File: src/sv/pgcb_pkg.sv
// ----------------------------------------------------------------------------
// pgcb_pkg
// Shared types and constants of the particle grid cell binning block.
// ----------------------------------------------------------------------------
package pgcb_pkg;

   // defaults of the top level parameters
   localparam int          GRID_MAX_DEF = 16;
   localparam int          JACK_MAX_DEF = 8;
   localparam int unsigned CELL_CAP_DEF = 65535;

   // field widths
   localparam int POS_W      = 32;
   localparam int COORD_W    = POS_W - 1;
   localparam int NAXES      = 3;
   localparam int SCALE_W    = 24;
   localparam int GRID_REG_W = 5;
   localparam int JACK_REG_W = 4;
   localparam int CNT_W      = 16;
   localparam int CELL_OUT_W = 4;
   localparam int LIN_OUT_W  = 12;
   localparam int JACK_OUT_W = 3;

   // Q15.16 times Q8.16 gives Q23.32; the floor keeps the top bits
   localparam int PROD_W    = COORD_W + SCALE_W;
   localparam int FRAC_W    = 32;
   localparam int QUO_W     = PROD_W - FRAC_W;
   localparam int STEP_BITS = 4;
   localparam int STEPS     = (QUO_W + STEP_BITS - 1) / STEP_BITS;
   localparam int DIV_W     = STEPS * STEP_BITS;

   // stream and register port widths
   localparam int REQ_DATA_W = NAXES * POS_W;
   localparam int RSP_PAD_W  = 7;
   localparam int RSP_DATA_W = NAXES * CELL_OUT_W + LIN_OUT_W + CNT_W
                               + NAXES * JACK_OUT_W + RSP_PAD_W;
   localparam int RSP_USER_W = 2;
   localparam int USER_SKIP_BIT = 0;
   localparam int USER_OVF_BIT  = 1;
   localparam int CSR_IDX_W  = 2;
   localparam int CSR_DATA_W = SCALE_W;

   // register indexes
   localparam logic [CSR_IDX_W-1:0] CSR_CELL_SCALE    = 2'd0;
   localparam logic [CSR_IDX_W-1:0] CSR_JACK_SCALE    = 2'd1;
   localparam logic [CSR_IDX_W-1:0] CSR_GRID_PER_AXIS = 2'd2;
   localparam logic [CSR_IDX_W-1:0] CSR_JACK_PER_AXIS = 2'd3;

   // register reset values
   localparam logic [SCALE_W-1:0]    CELL_SCALE_RST    = 24'd65536;
   localparam logic [SCALE_W-1:0]    JACK_SCALE_RST    = 24'd65536;
   localparam logic [GRID_REG_W-1:0] GRID_PER_AXIS_RST = 5'd16;
   localparam logic [JACK_REG_W-1:0] JACK_PER_AXIS_RST = 4'd1;

   typedef struct packed {
      logic [SCALE_W-1:0]    cell_scale;
      logic [SCALE_W-1:0]    jack_scale;
      logic [GRID_REG_W-1:0] grid_per_axis;
      logic [JACK_REG_W-1:0] jack_per_axis;
   } cfg_type;

   // classified request as it waits in the queue
   typedef struct packed {
      logic                           skip;
      logic [NAXES-1:0][COORD_W-1:0]  pos;
   } item_type;

endpackage

File: src/sv/pgcb_queue.sv
// ----------------------------------------------------------------------------
// pgcb_queue
// Two-entry queue between the request stage and the binning engine.
// ----------------------------------------------------------------------------
module pgcb_queue (
   input  logic               clock,
   input  logic               reset,
   input  logic               push,
   input  pgcb_pkg::item_type push_item,
   output logic               full,
   input  logic               pop,
   output logic               valid,
   output pgcb_pkg::item_type pop_item
);

   pgcb_pkg::item_type entry_ff [2];
   logic               wr_ptr_ff, wr_ptr_in;
   logic               rd_ptr_ff, rd_ptr_in;
   logic [1:0]         count_ff,  count_in;
   logic               do_push, do_pop;

   assign full     = (count_ff == 2'd2);
   assign valid    = (count_ff != 2'd0);
   assign pop_item = entry_ff[rd_ptr_ff];
   assign do_push  = push && !full;
   assign do_pop   = pop && valid;

   // pointer and fill bookkeeping
   always_comb begin
      wr_ptr_in = do_push ? !wr_ptr_ff : wr_ptr_ff;
      rd_ptr_in = do_pop  ? !rd_ptr_ff : rd_ptr_ff;
      count_in  = count_ff;
      if (do_push && !do_pop) begin
         count_in = count_ff + 2'd1;
      end else if (do_pop && !do_push) begin
         count_in = count_ff - 2'd1;
      end
   end

   always_ff @(posedge clock) begin
      if (reset) begin
         wr_ptr_ff <= 1'b0;
         rd_ptr_ff <= 1'b0;
         count_ff  <= 2'd0;
      end else begin
         wr_ptr_ff <= wr_ptr_in;
         rd_ptr_ff <= rd_ptr_in;
         count_ff  <= count_in;
      end
   end

   always_ff @(posedge clock) begin
      if (do_push) begin
         entry_ff[wr_ptr_ff] <= push_item;
      end
   end

endmodule

File: config.mk
export PLATFORM = sky130hd
export DESIGN_NAME = pgcb_queue
export DESIGN_NICKNAME = d
export VERILOG_FILES = /design/src/sv/pgcb_pkg.sv /design/src/sv/pgcb_queue.sv
export SDC_FILE = /design/constraint.sdc
export NUM_CORES = 1
export LEC_CHECK = 0
export ABC_AREA = 1
export BUFFER_PORTS_ARGS = -buffer_cell sky130_fd_sc_hd__buf_2
export CAP_MARGIN = 5
export CORE_ASPECT_RATIO = 0.8
export CORE_MARGIN = 1.5
export CORE_UTILIZATION = 25
export DETAILED_ROUTE_END_ITERATION = 10
export HOLD_SLACK_MARGIN = 0.1
export REMOVE_ABC_BUFFERS = 1
export SYNTH_ARGS = -nofsm -noshare
export SYNTH_HDL_FRONTEND = slang
export SYNTH_SLANG_ARGS = --single-unit
File: constraint.sdc
create_clock -name clock -period 7.2 [get_ports clock]
set_clock_uncertainty 0.1 [all_clocks]
set_input_delay 0.72 -clock clock [delete_from_list [all_inputs] [get_ports clock]]
set_output_delay 0.72 -clock clock [all_outputs]
set_load 0.005 [all_outputs]
Yosys cells after proc, flatten, opt, wreduce, memory -nomap -nowiden:

Memory sizes are Yosys's and may differ from the RTL's. A register that Yosys moved wholly into a read port is not among the register bits.
Index checks and enable logic that the tools add are counted.

* shift operators: 0
* multipliers: 0
* eq/ne operators: 1
* reduce and logical (&&, ||, !) cells: 11
* multiplexer cells: 6
* bitwise operators: 0
* $add $sub $neg: 2
* divide/modulo/power cells: 0
* order comparisons: 0

Operators by type and width (number)
* zero test 1 bit: 5
* logical AND 1 bit: 4
* two-way mux 1 bit: 4
* two-way mux 2 bit: 2
* nonzero test 2 bit: 2
* adder 2 x 1 -> 2 bit, second input constant: 1
* == test 2 bit, second input constant: 1
* subtractor 2 x 1 -> 2 bit, second input constant: 1

* memories kept: 1
* input port bits: 98
* bits in latches: 0
* logic and storage cells: 24
* memory bits (read-only): 0
* bits in registers: 4
* RAM bits: 188

Memory list
* entry_ff: words 2, width 94, rd ports 1, clocked after Yosys merged registers in 1, wr ports 1, RTL line pgcb_queue.sv:16 `pgcb_pkg::item_type entry_ff [2];`

Longest topological paths before layout:

* word-level depth: 7
* gate-level depth with buffers: 10
* gate-level depth less buffers: 10

Worst setup path after synthesis:

Ideal clock, no wire load.

* kind: input port to flip-flop
* start point: in push
* end point: mem entry_ff[0][0] (netlist name) (enable)
* data arrival time: 4.790 ns
* required time: 6.552 ns
* setup slack: 1.762 ns
* cell stages on the path: 2
* cell sequence: o21ai_0 > nor2_1

* cells in the longest elaborated chain, start to end: 3

Ends and longest elaborated chain
* from (decl): RTL line pgcb_queue.sv:8 `input logic push,`
* logical AND 1 bit: RTL line pgcb_queue.sv:25 `assign do_push = push && !full;`
* two-way mux 1 bit: RTL line pgcb_queue.sv:53 `if (do_push) begin`
* two-way mux 1 bit (implied by the code): RTL line pgcb_queue.sv:54 `entry_ff[wr_ptr_ff] <= push_item;`
* to (decl): RTL line pgcb_queue.sv:16

Every way passes these cells.

==> flow_summary.yaml <==
clock_tree:
  postCtsSetupBuffers: 0
  hold_buffers: 0
  cts_tree: "done"
  cts_buffer_depth: 2
  numClockSinks: 193
  cts.root.buffer_cell: "sky130_fd_sc_hd__clkbuf_16"
  total_cts_buffers: 17
  clock_latency_ns: 0.43
  cts-htree-levels: 4
  cts_resized: 0
  clk_pin_slew_worst_paths_ns: 0.07
die:
  design.portCount: 194
  die_w_um: 190.5
  initial_utilization_pct: 25.64
  count_of_standard_cell_rows: 54
  die_area_sq_um: 29160
  chipHeight_um: 153.0
  standard_cell_core_area_sq_um: 27430
placed_design:
  placed_cells: 879
  gp_congestion: 0.6802
  io_buffer_count: 193
  pre_cts_ws_ns: 3.962
  dpl.hpwl_mm: 8.861
  dpl-instance-area_sq_um: 8407
drt:
  total_wire_length_mm: 14.09
  routed_wire_length_per_instance_um: 15.45
  dr.pass1.iters: 5
  drtIter0Drc: 181
  post_drt_antenna_nets: 0
  drt_drc_violations_left: 0
  detailroute.via_count: 3600
  vias_per_cell: 3.947
sta:
  setup_repair_after_global_routing_missed_its_margin: "no"
  finalSetupViolations: 0
  max_slew.worst_pin.slew_ns: 1.030
  final.setup.tns_ns: 0
  maximum_clock_rate_ghz: 0.3035
  period_share_pct: 45.77
  worst_slack_ns: 3.905
  finalCriticalPeriod_ns: 3.295
  timing_max_transition_violations_final: 0
  hold_violations: 0
  slew_headroom_pct: 31.31
worst_setup_path:
  worstSetupStartpointType: "flip-flop"
  crit_arrival_ns: 2.48
  worst_path_cell_chain: "buf_4, mux2_2, buf_2"
  cp-end-kind: "output pin"
  critPathRequiredTime_ns: 6.38
  critical_path_class: "reg -> out"
  worst_path_max_delay_cell: "sky130_fd_sc_hd__dfxtp_4"
  critical_path.max_fanout: 52
  slowest_delay_ns: 0.74
yosys:
  synth_cells: 329
  synth_top_family_by_area: "multiplexers"
  synth_compound_gate_area_share_pct: 0.3557
  yosys-mux-area-fraction_pct: 15.05
  synthSimpleGateAreaFrac_pct: 1.032
  synth-seq-cells: 193
  ys_seq_area_share_pct: 81.68
  ys.warnings.count: 0
  yosysUniqueCellTypes: 14
  synth.top_cell.area_share_pct: 80.26
  mappedNetlistArea_sq_um: 7034
  synth-xor-area-share_pct: 0
  yosys-top-cells-area: "sky130_fd_sc_hd__edfxtp_1, sky130_fd_sc_hd__mux2_2, sky130_fd_sc_hd__dfxtp_1"
  synth.avg_cell_area_sq_um: 21.38
  synth-adder-area-share_pct: 0.1779
  yosysTopAreaCell: "sky130_fd_sc_hd__edfxtp_1"
final_layout:
  area_growth_syn_to_layout_pct: 27.66
  most-common-layout-cells: "sky130_fd_sc_hd__buf_2, sky130_fd_sc_hd__edfxtp_1, sky130_fd_sc_hd__mux2_2, sky130_fd_sc_hd__clkbuf_16, sky130_fd_sc_hd__inv_1"
  mostFrequentLayoutCell: "sky130_fd_sc_hd__buf_2"
  instances_no_fill: 912
  fin_nets: 633
  final_design_area_no_fill_sq_um: 8980
  final_layout_size_suffix_gt1_share_pct: 58.87
power_and_ir_drop:
  leakagePower_uw: 0.003281
  clkPwrFrac_pct: 30.8
  netSwitchingPower_uw: 769.7
  seq_power_share_pct: 49.5
  cellPowerDensity_nw_per_um2: 333.1
  comb_power_share_pct: 19.7
  switching_share_pct: 25.73
  worst_vdd_rail_ir_drop_mv: 0.1827
  cellInternalPower_uw: 2221
global_route:
  antenna_found_initial: 5
  first_global_vias: 3686
  maximum_number_of_pins_on_one_net_before_global_route_repair: 71
  global_route.overflow_total: 0
  grt_first_pass_wirelength_mm: 21.13
  globalRouteTotalUtil_pct: 9.993
run:
  max_cap_violations: 0
worst_hold_path:
  timing.hold.worst.class: "in -> reg"
status:
  result_of_the_run: "completed"
[area by class of cell]
class | count | area, sq um
diodes | 1 | 2.502
clock buffers | 19 | 432.9
clock inverters | 13 | 137.6
fillers | 2687 | 18450
inverters | 8 | 30.03
multi-input cells | 118 | 1184
flip-flops and latches | 193 | 5749
well taps | 364 | 455.4
repair buffers | 196 | 988.4
[per-layer routing]
layer	share of wire [%]	routed length (um)	GRT usage, %	vias to the layer above
met1	45	6272	12.73	1739
met2	45	6365	14.70	138
met3	8.5	1196	4.569	23
met4	1.6	221	3.937	6
li1	-	-	-	1694
met5	0.23	32	0	-
[path summary, 6_finish.rpt]
path	slack, ns	start	end	depth (start not counted)
min	0.37	push_item[60]	entry_ff[0][60]$_DFFE_PP_	1
max reg2reg	4.35	count_ff[1]$_SDFFE_PP0P_	entry_ff[1][25]$_DFFE_PP_	4
min reg2reg	0.42	rd_ptr_ff$_SDFFE_PP0P_	flip-flop	2
max	3.90	flip-flop	pop_item[65]	3
[worst max-delay path: cells and delay by family, from the launching register on]
| kind | cells | cell delay, ns |
|---|---|---|
| flops | 1 | 0.74 |
| buf+inv | 2 | 0.83 |
| mux | 1 | 0.42 |
[Yosys cell counts (all sizes together)]
cell type / instances
nand4: 1
nand2: 7
o21ai: 3
a21oi: 2
mux2: 94
ha: 1
inv: 8
buf: 10
nor2: 8
edfxtp: 188
dfxtp: 5
nand3: 2
[cells by family (layout without fill, tap and decap cells)]
| kind of cell | after synthesis | count (layout) |
|---|---|---|
| compound gates | 5 | 5 |
| fa+ha+maj | 1 | 1 |
| buf+inv | 18 | 236 |
| flops | 193 | 193 |
| mux | 94 | 94 |
| other cells | 0 | 1 |
| simple gates | 18 | 18 |
[power by group through the flow]
stage                     clock network [uW]  logic (uW)  registers, uW
after floorplan                            0         320           1530
after global placement                     0         598           1500
after detailed placement                   0         601           1510
after CTS                                961         605           1490
after global routing                    1010         655           1500
final                                    920         589           1480
[stage by stage]
step | hold WS [ns] | power (uW) | utilization (%)
floorplan | 0.3645 | 1849 | -
global placement | 0.3808 | 2102 | 30.65
detailed placement | 0.3887 | 2111 | 30.65
CTS | 0.3341 | 3051 | 32.73
global route | 0.3373 | 3161 | 32.73
finish | 0.3699 | 2991 | 32.74
[state kept, by name (all words and copies together), names as in the netlist, named ones only]
signal     flops
entry_ff     188
count_ff       2
rd_ptr_ff      1
wr_ptr_ff      1
(Power assumes the default switching activity.)
