===== src/sv/pgcb_pkg.sv =====
// ----------------------------------------------------------------------------
// pgcb_pkg
// Shared types and constants of the particle grid cell binning block.
// ----------------------------------------------------------------------------
package pgcb_pkg;

   // defaults of the top level parameters
   localparam int          GRID_MAX_DEF = 16;
   localparam int          JACK_MAX_DEF = 8;
   localparam int unsigned CELL_CAP_DEF = 65535;

   // field widths
   localparam int POS_W      = 32;
   localparam int COORD_W    = POS_W - 1;
   localparam int NAXES      = 3;
   localparam int SCALE_W    = 24;
   localparam int GRID_REG_W = 5;
   localparam int JACK_REG_W = 4;
   localparam int CNT_W      = 16;
   localparam int CELL_OUT_W = 4;
   localparam int LIN_OUT_W  = 12;
   localparam int JACK_OUT_W = 3;

   // Q15.16 times Q8.16 gives Q23.32; the floor keeps the top bits
   localparam int PROD_W    = COORD_W + SCALE_W;
   localparam int FRAC_W    = 32;
   localparam int QUO_W     = PROD_W - FRAC_W;
   localparam int STEP_BITS = 4;
   localparam int STEPS     = (QUO_W + STEP_BITS - 1) / STEP_BITS;
   localparam int DIV_W     = STEPS * STEP_BITS;

   // stream and register port widths
   localparam int REQ_DATA_W = NAXES * POS_W;
   localparam int RSP_PAD_W  = 7;
   localparam int RSP_DATA_W = NAXES * CELL_OUT_W + LIN_OUT_W + CNT_W
                               + NAXES * JACK_OUT_W + RSP_PAD_W;
   localparam int RSP_USER_W = 2;
   localparam int USER_SKIP_BIT = 0;
   localparam int USER_OVF_BIT  = 1;
   localparam int CSR_IDX_W  = 2;
   localparam int CSR_DATA_W = SCALE_W;

   // register indexes
   localparam logic [CSR_IDX_W-1:0] CSR_CELL_SCALE    = 2'd0;
   localparam logic [CSR_IDX_W-1:0] CSR_JACK_SCALE    = 2'd1;
   localparam logic [CSR_IDX_W-1:0] CSR_GRID_PER_AXIS = 2'd2;
   localparam logic [CSR_IDX_W-1:0] CSR_JACK_PER_AXIS = 2'd3;

   // register reset values
   localparam logic [SCALE_W-1:0]    CELL_SCALE_RST    = 24'd65536;
   localparam logic [SCALE_W-1:0]    JACK_SCALE_RST    = 24'd65536;
   localparam logic [GRID_REG_W-1:0] GRID_PER_AXIS_RST = 5'd16;
   localparam logic [JACK_REG_W-1:0] JACK_PER_AXIS_RST = 4'd1;

   typedef struct packed {
      logic [SCALE_W-1:0]    cell_scale;
      logic [SCALE_W-1:0]    jack_scale;
      logic [GRID_REG_W-1:0] grid_per_axis;
      logic [JACK_REG_W-1:0] jack_per_axis;
   } cfg_type;

   // classified request as it waits in the queue
   typedef struct packed {
      logic                           skip;
      logic [NAXES-1:0][COORD_W-1:0]  pos;
   } item_type;

endpackage


===== src/sv/pgcb_front.sv =====
// ----------------------------------------------------------------------------
// pgcb_front
// Request stage: takes a request, flags negative coordinates and hands the
// classified item on to the queue.
// ----------------------------------------------------------------------------
module pgcb_front (
   input  logic                                clock,
   input  logic                                reset,
   input  logic                                clearing,
   input  logic                                req_tvalid,
   output logic                                req_tready,
   input  logic [pgcb_pkg::REQ_DATA_W-1:0]     req_tdata,  // pos_x, pos_y, pos_z
   input  logic                                q_full,
   output logic                                push,
   output pgcb_pkg::item_type                  push_item
);

   logic               valid_ff, valid_in;
   pgcb_pkg::item_type item_ff;
   pgcb_pkg::item_type item_in;

   // classify: any sign bit set means the particle is skipped
   always_comb begin
      item_in.skip = 1'b0;
      item_in.pos  = '0;
      for (int a = 0; a < pgcb_pkg::NAXES; a++) begin
         item_in.skip   = item_in.skip | req_tdata[a * pgcb_pkg::POS_W + pgcb_pkg::COORD_W];
         item_in.pos[a] = req_tdata[a * pgcb_pkg::POS_W +: pgcb_pkg::COORD_W];
      end
   end

   // the stage is free once its item moves into the queue
   assign push       = valid_ff && !q_full;
   assign push_item  = item_ff;
   assign req_tready = !clearing && (!valid_ff || !q_full);

   always_comb begin
      valid_in = valid_ff;
      if (req_tvalid && req_tready) begin
         valid_in = 1'b1;
      end else if (push) begin
         valid_in = 1'b0;
      end
   end

   always_ff @(posedge clock) begin
      if (reset) begin
         valid_ff <= 1'b0;
      end else begin
         valid_ff <= valid_in;
      end
   end

   always_ff @(posedge clock) begin
      if (req_tvalid && req_tready) begin
         item_ff <= item_in;
      end
   end

endmodule


===== config.mk =====
export PLATFORM = sky130hd
export DESIGN_NAME = pgcb_front
export DESIGN_NICKNAME = d
export VERILOG_FILES = /design/src/sv/pgcb_pkg.sv /design/src/sv/pgcb_front.sv
export SDC_FILE = /design/constraint.sdc
export NUM_CORES = 1
export LEC_CHECK = 0
export ABC_AREA = 1
export BUFFER_PORTS_ARGS = -buffer_cell sky130_fd_sc_hd__buf_2
export CAP_MARGIN = 10
export CORE_UTILIZATION = 41
export CTS_CLUSTER_SIZE = 24
export DETAILED_ROUTE_END_ITERATION = 10
export PLACE_DENSITY = 0.91
export REMOVE_ABC_BUFFERS = 1
export SLEW_MARGIN = 20
export SYNTH_ARGS = -nofsm -noshare
export SYNTH_HDL_FRONTEND = slang
export SYNTH_SLANG_ARGS = --single-unit

===== constraint.sdc =====
create_clock -name clock -period 5.15 [get_ports clock]
set_input_delay 0 -clock clock [delete_from_list [all_inputs] [get_ports clock]]
set_output_delay 0 -clock clock [all_outputs]
set_load 0.01 [all_outputs]

==> Yosys cells after proc, flatten, opt, wreduce, memory -nomap -nowiden <==
Cells that the tools add are included.
{ "word_totals": {"regBits": 95, "inputBits": 101, "elab_cells": 17, "out_inout_bits": 96} }
{ "op_classes": {"muxes": 2, "reduce_logical": 8, "bitwise": 2} }
{ "ops": {"columns": ["cell", "count"], "rows": [
  ["$logic_and A1 B1 Y1", 3],
  ["$logic_not A1 Y1", 3],
  ["$mux W1", 2],
  ["$or A1 B1 Y1", 2],
  ["$reduce_bool A2 Y1", 1],
  ["$logic_or A1 B1 Y1", 1]
]} }

==> Depth between registers and ports, before layout <==
Gate-level depths: netlist of run 1.
{ "depth": {"ltp_word": 5, "depth_mapped": 4, "mapped_depth_nobuf": 4} }

==> Worst setup path after synthesis of run 1 <==
OpenSTA, ideal clock, no wires.
{ "synth_timing": {"path_kind": "reg2reg", "from": "register valid_ff", "to": "register item_ff, in the netlist push_item[0], enable pin", "arrival_time_ns": 3.982, "setup_time_ns": 0.530, "period_less_slack_ns": 4.512, "path_slack_ns": 0.638, "path_stages_with_launch": 4, "required_time_ns": 4.620, "n_path_buf": 0, "path_cell_list": "dfxtp_1 > nand2_1 > inv_1 > nor3_2"} }
{ "synth_via": {"elab_chain_cells": 4} }
{ "synth_lines": {"columns": ["element", "line_no", "rtl"], "rows": [
  ["start, declared", "pgcb_front.sv:18", "logic valid_ff, valid_in;"],
  ["start signal, assigned", "pgcb_front.sv:50", "valid_ff <= valid_in;"],
  ["$logic_not A1 Y1", "pgcb_front.sv:35", "assign req_tready = !clearing && (!valid_ff || !q_full);"],
  ["$logic_or A1 B1 Y1", "pgcb_front.sv:35", null],
  ["$logic_and A1 B1 Y1", "pgcb_front.sv:35", null],
  ["$logic_and A1 B1 Y1", "pgcb_front.sv:55", "if (req_tvalid && req_tready) begin"],
  ["end signal, assigned", "pgcb_front.sv:56", "item_ff <= item_in;"],
  ["end, declared", "pgcb_front.sv:19", "pgcb_pkg::item_type item_ff;"]
]} }
No other way between the ends.
A chain may end at the register's enable or synchronous reset.

==> flow_summary.toml, run 1 <==
[power]
netSwitchingPower_uw = 324
power_frac_comb = 0.111
p_sw_frac = 0.218
leakage_uw = 0.00220
sequentialPowerShare = 0.605
power_density_mw_per_mm2 = 287
power_uw = 1480
p_int_uw = 1160
max-vdd-ir-drop_mv = 0.198
clock_power_share = 0.284

[final_layout]
fin_nets = 516
regArea_sq_mm = 0.00284
drive_gt1_frac = 0.502
synthToLayoutAreaGrowth_pct = 78.2
multiInputGateArea_sq_um = 43.8
fillers = 410
final-instance-count-excl-fill = 518
post-route-util = 0.757

[setup_path]
path_common_cell = "dlygate4sd3_1"
cp-start-kind = "input pin"
crit_slowest_cell = "dlygate4sd3_1"
r2r_end = "push_item[35]"
end_kind = "flop"
rr_startpoint = "valid_ff"
path_cells = "dlygate4sd3_1, buf_2, nor2_1, dlygate4sd3_1, nand2_1, dlygate4sd3_1"
cp.arrival_ns = 1.93
rrSetupSlack_ns = 3.48
cp_max_fo = 1
path_class = "input pin to flop"
slowest_delay_ns = 0.57
rr_worst_depth = 4
crit_required_ns = 5.25

[drt]
wl_per_cell_microns = 15.3
num_vias = 2218
drt_iter0_markers = 75
wirelength_microns = 7920
vias_per_cell = 4.28
drc = 0
drt_pass1_iterations = 4
postRouteAntennaNets = 0

[synth]
synth_top_family_by_area = "simple AND/OR/NAND/NOR gates"
yosysTopAreaCell = "edfxtp_1"
yosys.cell_types.count = 7
synth_edf_count = 94
synthMuxAreaShare = 0
yosys.area_share.adder = 0
synthTopCellsByArea = "edfxtp_1, inv_1, dfxtp_1, nand2_1, nor2_1"
synthesis.instances = 109
synth_top_area_frac = 0.972
ys_top_cells_by_count = "edfxtp_1, inv_1, nand2_1, nor2_1"
async_flop_share = 0
yosysMostFrequentCell = "edfxtp_1"
synth_area_sq_mm = 0.00290
yosysWarnings = 0
synth-xor-area-share = 0
synthFlopType = "edfxtp_1"
synth-simple-area-share = 0.0112
synth_area_per_cell_sq_um = 26.6
ys_seq_area_frac = 0.979
ys_seq_elements = 95
synth_compound_area_frac = 0.00172

[sta]
fin_crit_sh = 0.357
worst_slew_pin_slew_ns = 0.799
rsz0062_at_grt = "false"
fin_skew_ns = 0.0134
setup_viol_count_final = 0
period_needed_ns = 1.84
hold_viol = 0
setup_tns_ns = 0
slew_violations = 0
slew_headroom = 0.467
max_clock_freq_mhz = 544

[floorplan]
die_area_sq_mm = 0.00742
initial_core_util = 0.425
coreArea_sq_mm = 0.00683
die_h_microns = 86.1
rows = 30
ios = 197
die_width_microns = 86.1

[clock_network]
clock-sinks = 95
clockRootBuffer = "clkbuf_8"
cts_made_buffers = 9
cts_max_path_buffers = 2
post_cts_resize_count = 0
postCtsSetupRepairBufs = 0
path_clk_slew_ns = 0.08
tritoncts = "yes"
htreeDepth = 3
clock_latency_ns = 0.35

[global_routing]
grt_max_degree = 95
grt_pass1_wl_microns = 11100
grt_usage = 0.212
gr-total-overflow = 0
antenna_found_initial = 2
grt_pass1_vias = 2333

[status]
status = "finished clean"

[placed_design]
portBuffers = 196
placed_cells = 402
gp_congestion = 0.703

[worst_hold_path]
hold_path_class = "input pin to output port"
min_to = "push"
hold_depth = 3
min_from = "q_full"

[run]
cap_violations = 0
layout make-up:
type,count,area share
antenna,2,0.000967
clock buffer,11,0.0254
clock inverter,5,0.00677
inverter,6,0.00435
multi-input combinational,8,0.00846
sequential,95,0.549
tap,96,0.0232
timing repair buffer,295,0.381
stage by stage:
step / hold WS (ns) / instance area (sq um) / setup slack (ns)
3_5_place_dp: 0.178 / 4020 / 3.30
6_report: 0.253 / 5170 / 3.31
2_1_floorplan: 0.0475 / 2900 / 0.638
4_1_cts: 0.251 / 5160 / 3.25
5_1_grt: 0.270 / 5170 / 3.28
3_3_place_gp: 0.177 / 4020 / 3.37
flip-flops by register name, indices dropped and copies added (netlist names):
name,cells
push_item,94
valid_ff,1
critical path: cells and delay by family:
family / cells / cell delay [ns]
buffers and inverters: 4 / 1.79
AND/OR/NAND/NOR: 2 / 0.16
worst max path at each step:
stage                          endpoint          start  depth (start not counted)
after global placement    push_item[30]       valid_ff                          4
after global routing      push_item[93]  req_tdata[31]                          6
after detailed placement  push_item[26]       valid_ff                          4
final                     push_item[93]  req_tdata[31]                          6
after floorplan            push_item[0]       valid_ff                          3
after CTS                 push_item[35]       valid_ff                          4
kinds of logic after synthesis:
logic type             after synthesis
AO/OA/AOI/OAI                        1
AND/OR/NAND/NOR                      7
flip-flops                          95
buffers and inverters                6
power groups by stage:
| stage | registers (uW) | clock network [uW] | logic, uW |
|---|---|---|---|
| floorplan | 936 | 0 | 13.9 |
| CTS | 897 | 426 | 161 |
| finish | 897 | 422 | 165 |
| global route | 900 | 458 | 176 |
| global placement | 914 | 0 | 101 |
| detailed placement | 915 | 0 | 104 |
placed cells by master (no fill, tap or decap):
| master | Yosys | layout |
|---|---|---|
| buf_2 | 0 | 196 |
| dlygate4sd3_1 | 0 | 98 |
| edfxtp_1 | 94 | 94 |
| clkbuf_8 | 0 | 9 |
| inv_1 | 6 | 6 |
| nand2_1 | 3 | 3 |
| nor2_1 | 3 | 3 |
| clkinvlp_4 | 0 | 3 |
| diode_2 | 0 | 2 |
| clkbuf_1 | 0 | 2 |
| nor3_4 | 0 | 1 |
| o21ai_1 | 1 | 1 |
| clkinv_1 | 0 | 1 |
| clkinv_4 | 0 | 1 |
| buf_6 | 0 | 1 |
| dfxtp_1 | 1 | 1 |
per-layer routing:
layer / GRT usage / part of all wire / up-vias
li1: - / - / 1035
met1: 0.197 / 0.35 / 1031
met2: 0.403 / 0.54 / 132
met3: 0.0751 / 0.081 / 20
met4: 0.111 / 0.027 / 0
met5: 0 / 0 / -
timing repair:
action,in CTS,in global routing
endpoints found under the setup margin,0,0
hold buffers,98,0
hold endpoints to repair,95,0
(Power assumes the default switching activity.)
==> run 2, diff against run 1 <==
- clock period: 5.15 -> 1.7 ns (I/O delays scaled with it)
==> run 2 against run 1 <==
Against the previous run:
- worst hold slack got worse by 0.021 ns
- cell area is 1.3% higher
- worst setup slack worse by 2.9 ns
- first-iteration DRC count increased by 6.7%
- core utilization grew 1.0 points
- count of clock-buffer cells in the layout down 2
- final cell count fell by 0.19%
- non-clock buffer count grew 1
- critical path depth shrank 2
- wire length is 5.2% higher
- clock power rose to 3.7 times the previous value
- sequential share of layout area is 0.72 points lower
- critical path type is now flop to flop
==> flow_summary.toml, run 2 (synthesis results as in run 1) <==
[setup_path]
end_kind = "flop"
cp_max_fo = 49
cp-start-kind = "flop"
cp.arrival_ns = 1.35
crit_required_ns = 1.73
path_class = "flop to flop"

[status]
status = "finished clean"

[floorplan]
rows = 30
initial_core_util = 0.425
die_width_microns = 86.1
die_area_sq_mm = 0.00742
die_h_microns = 86.1
ios = 197
coreArea_sq_mm = 0.00683

[sta]
slew_violations = 0
fin_crit_sh = 0.778
setup_tns_ns = 0
slew_headroom = 0.818
hold_ws_ns = 0.233
max_clock_freq_mhz = 756
rsz0062_at_grt = "false"
hold_viol = 0
period_needed_ns = 1.32
fin_skew_ns = 0.00623
setup_viol_count_final = 0
worst_slew_pin_slew_ns = 0.273

[clock_network]
tritoncts = "yes"
clockRootBuffer = "clkbuf_8"
cts_made_buffers = 9
cts_max_path_buffers = 2
htreeDepth = 3
clock-sinks = 95
postCtsSetupRepairBufs = 0
clock_latency_ns = 0.34
path_clk_slew_ns = 0.09

[placed_design]
place_area_sq_mm = 0.00405
gp_congestion = 0.715
portBuffers = 196
placed_cells = 403

[drt]
wirelength_microns = 8330
drt_iter0_markers = 80
postRouteAntennaNets = 0
num_vias = 2270
vias_per_cell = 4.39
drc = 0
wl_per_cell_microns = 16.1
drt_pass1_iterations = 4

[final_layout]
fin_nets = 517
largest_register_ff_count = 94
drive_gt1_frac = 0.506
design_area_sq_mm = 0.00524
final_common_cell = "buf_2"
layout_common_cells = "buf_2, dlygate4sd3_1, edfxtp_1, clkbuf_8, inv_1"
antenna_cells = 0
final-instance-count-excl-fill = 517
synthToLayoutAreaGrowth_pct = 80.6

[power]
sequentialPowerShare = 0.568
power_uw = 4780
leakage_uw = 0.00224
power_frac_comb = 0.108
netSwitchingPower_uw = 974
max-vdd-ir-drop_mv = 0.999
clock_power_share = 0.324
power_density_mw_per_mm2 = 912
p_sw_frac = 0.204
p_int_uw = 3810

[run]
cap_violations = 0

[global_routing]
grt_usage = 0.229
gr-total-overflow = 0
antenna_found_initial = 0
grt_pass1_wl_microns = 12000
grt_pass1_vias = 2451
grt_max_degree = 50

[worst_hold_path]
hold_path_class = "input pin to flop"
run 2: routing by layer:
metal,GRT usage,share of wire
met5,0,0
met4,0.112,0.035
met1,0.225,0.34
met3,0.0751,0.076
met2,0.427,0.55
run 2: what timing repair did:
item | in CTS | in global routing
gates resized for setup | 0 | 0
hold buffers | 98 | 0
endpoints found under the hold margin | 95 | 0
setup endpoints to repair | 0 | 0
run 2: worst max-delay path, cell delays in order, from the launching register on:
cell and delay [ns]:
dfxtp_1 0.32, nand2_1 0.08, inv_1 0.08, nor3_4 0.23
buf_12 0.29
run 2: power groups by stage:
| stage | Sequential [uW] | Clock [uW] | Combinational (uW) |
|---|---|---|---|
| finish | 2720 | 1550 | 515 |
| global route | 2730 | 1680 | 550 |
| CTS | 2720 | 1570 | 500 |
| detailed placement | 2770 | 0 | 326 |
| global placement | 2770 | 0 | 317 |
| floorplan | 2840 | 0 | 42.0 |
run 2: stage by stage:
stage,utilization,worst slack (ns)
floorplan,-,-2.81
global placement,0.593,0.440
detailed placement,0.593,0.382
CTS,0.767,0.371
global route,0.767,0.299
finish,0.767,0.378
run 2: layout make-up:
cell class	instances	area, sq um
timing repair buffer	296	2000
clock inverter	7	87.6
fill	417	1590
tap	96	120
inverter	6	22.5
sequential	95	2840
clock buffer	9	124
multi-input combinational	8	43.8
run 2: final timing paths:
path / startpoint / end / slack, ns / cells after the start
max reg2reg: valid_ff / push_item[70] / 0.38 / 4
min: clearing / push_item[16] / 0.23 / 3
min reg2reg: valid_ff / push_item[16] / 0.97 / 4
max: valid_ff / push_item[70] / 0.38 / 4
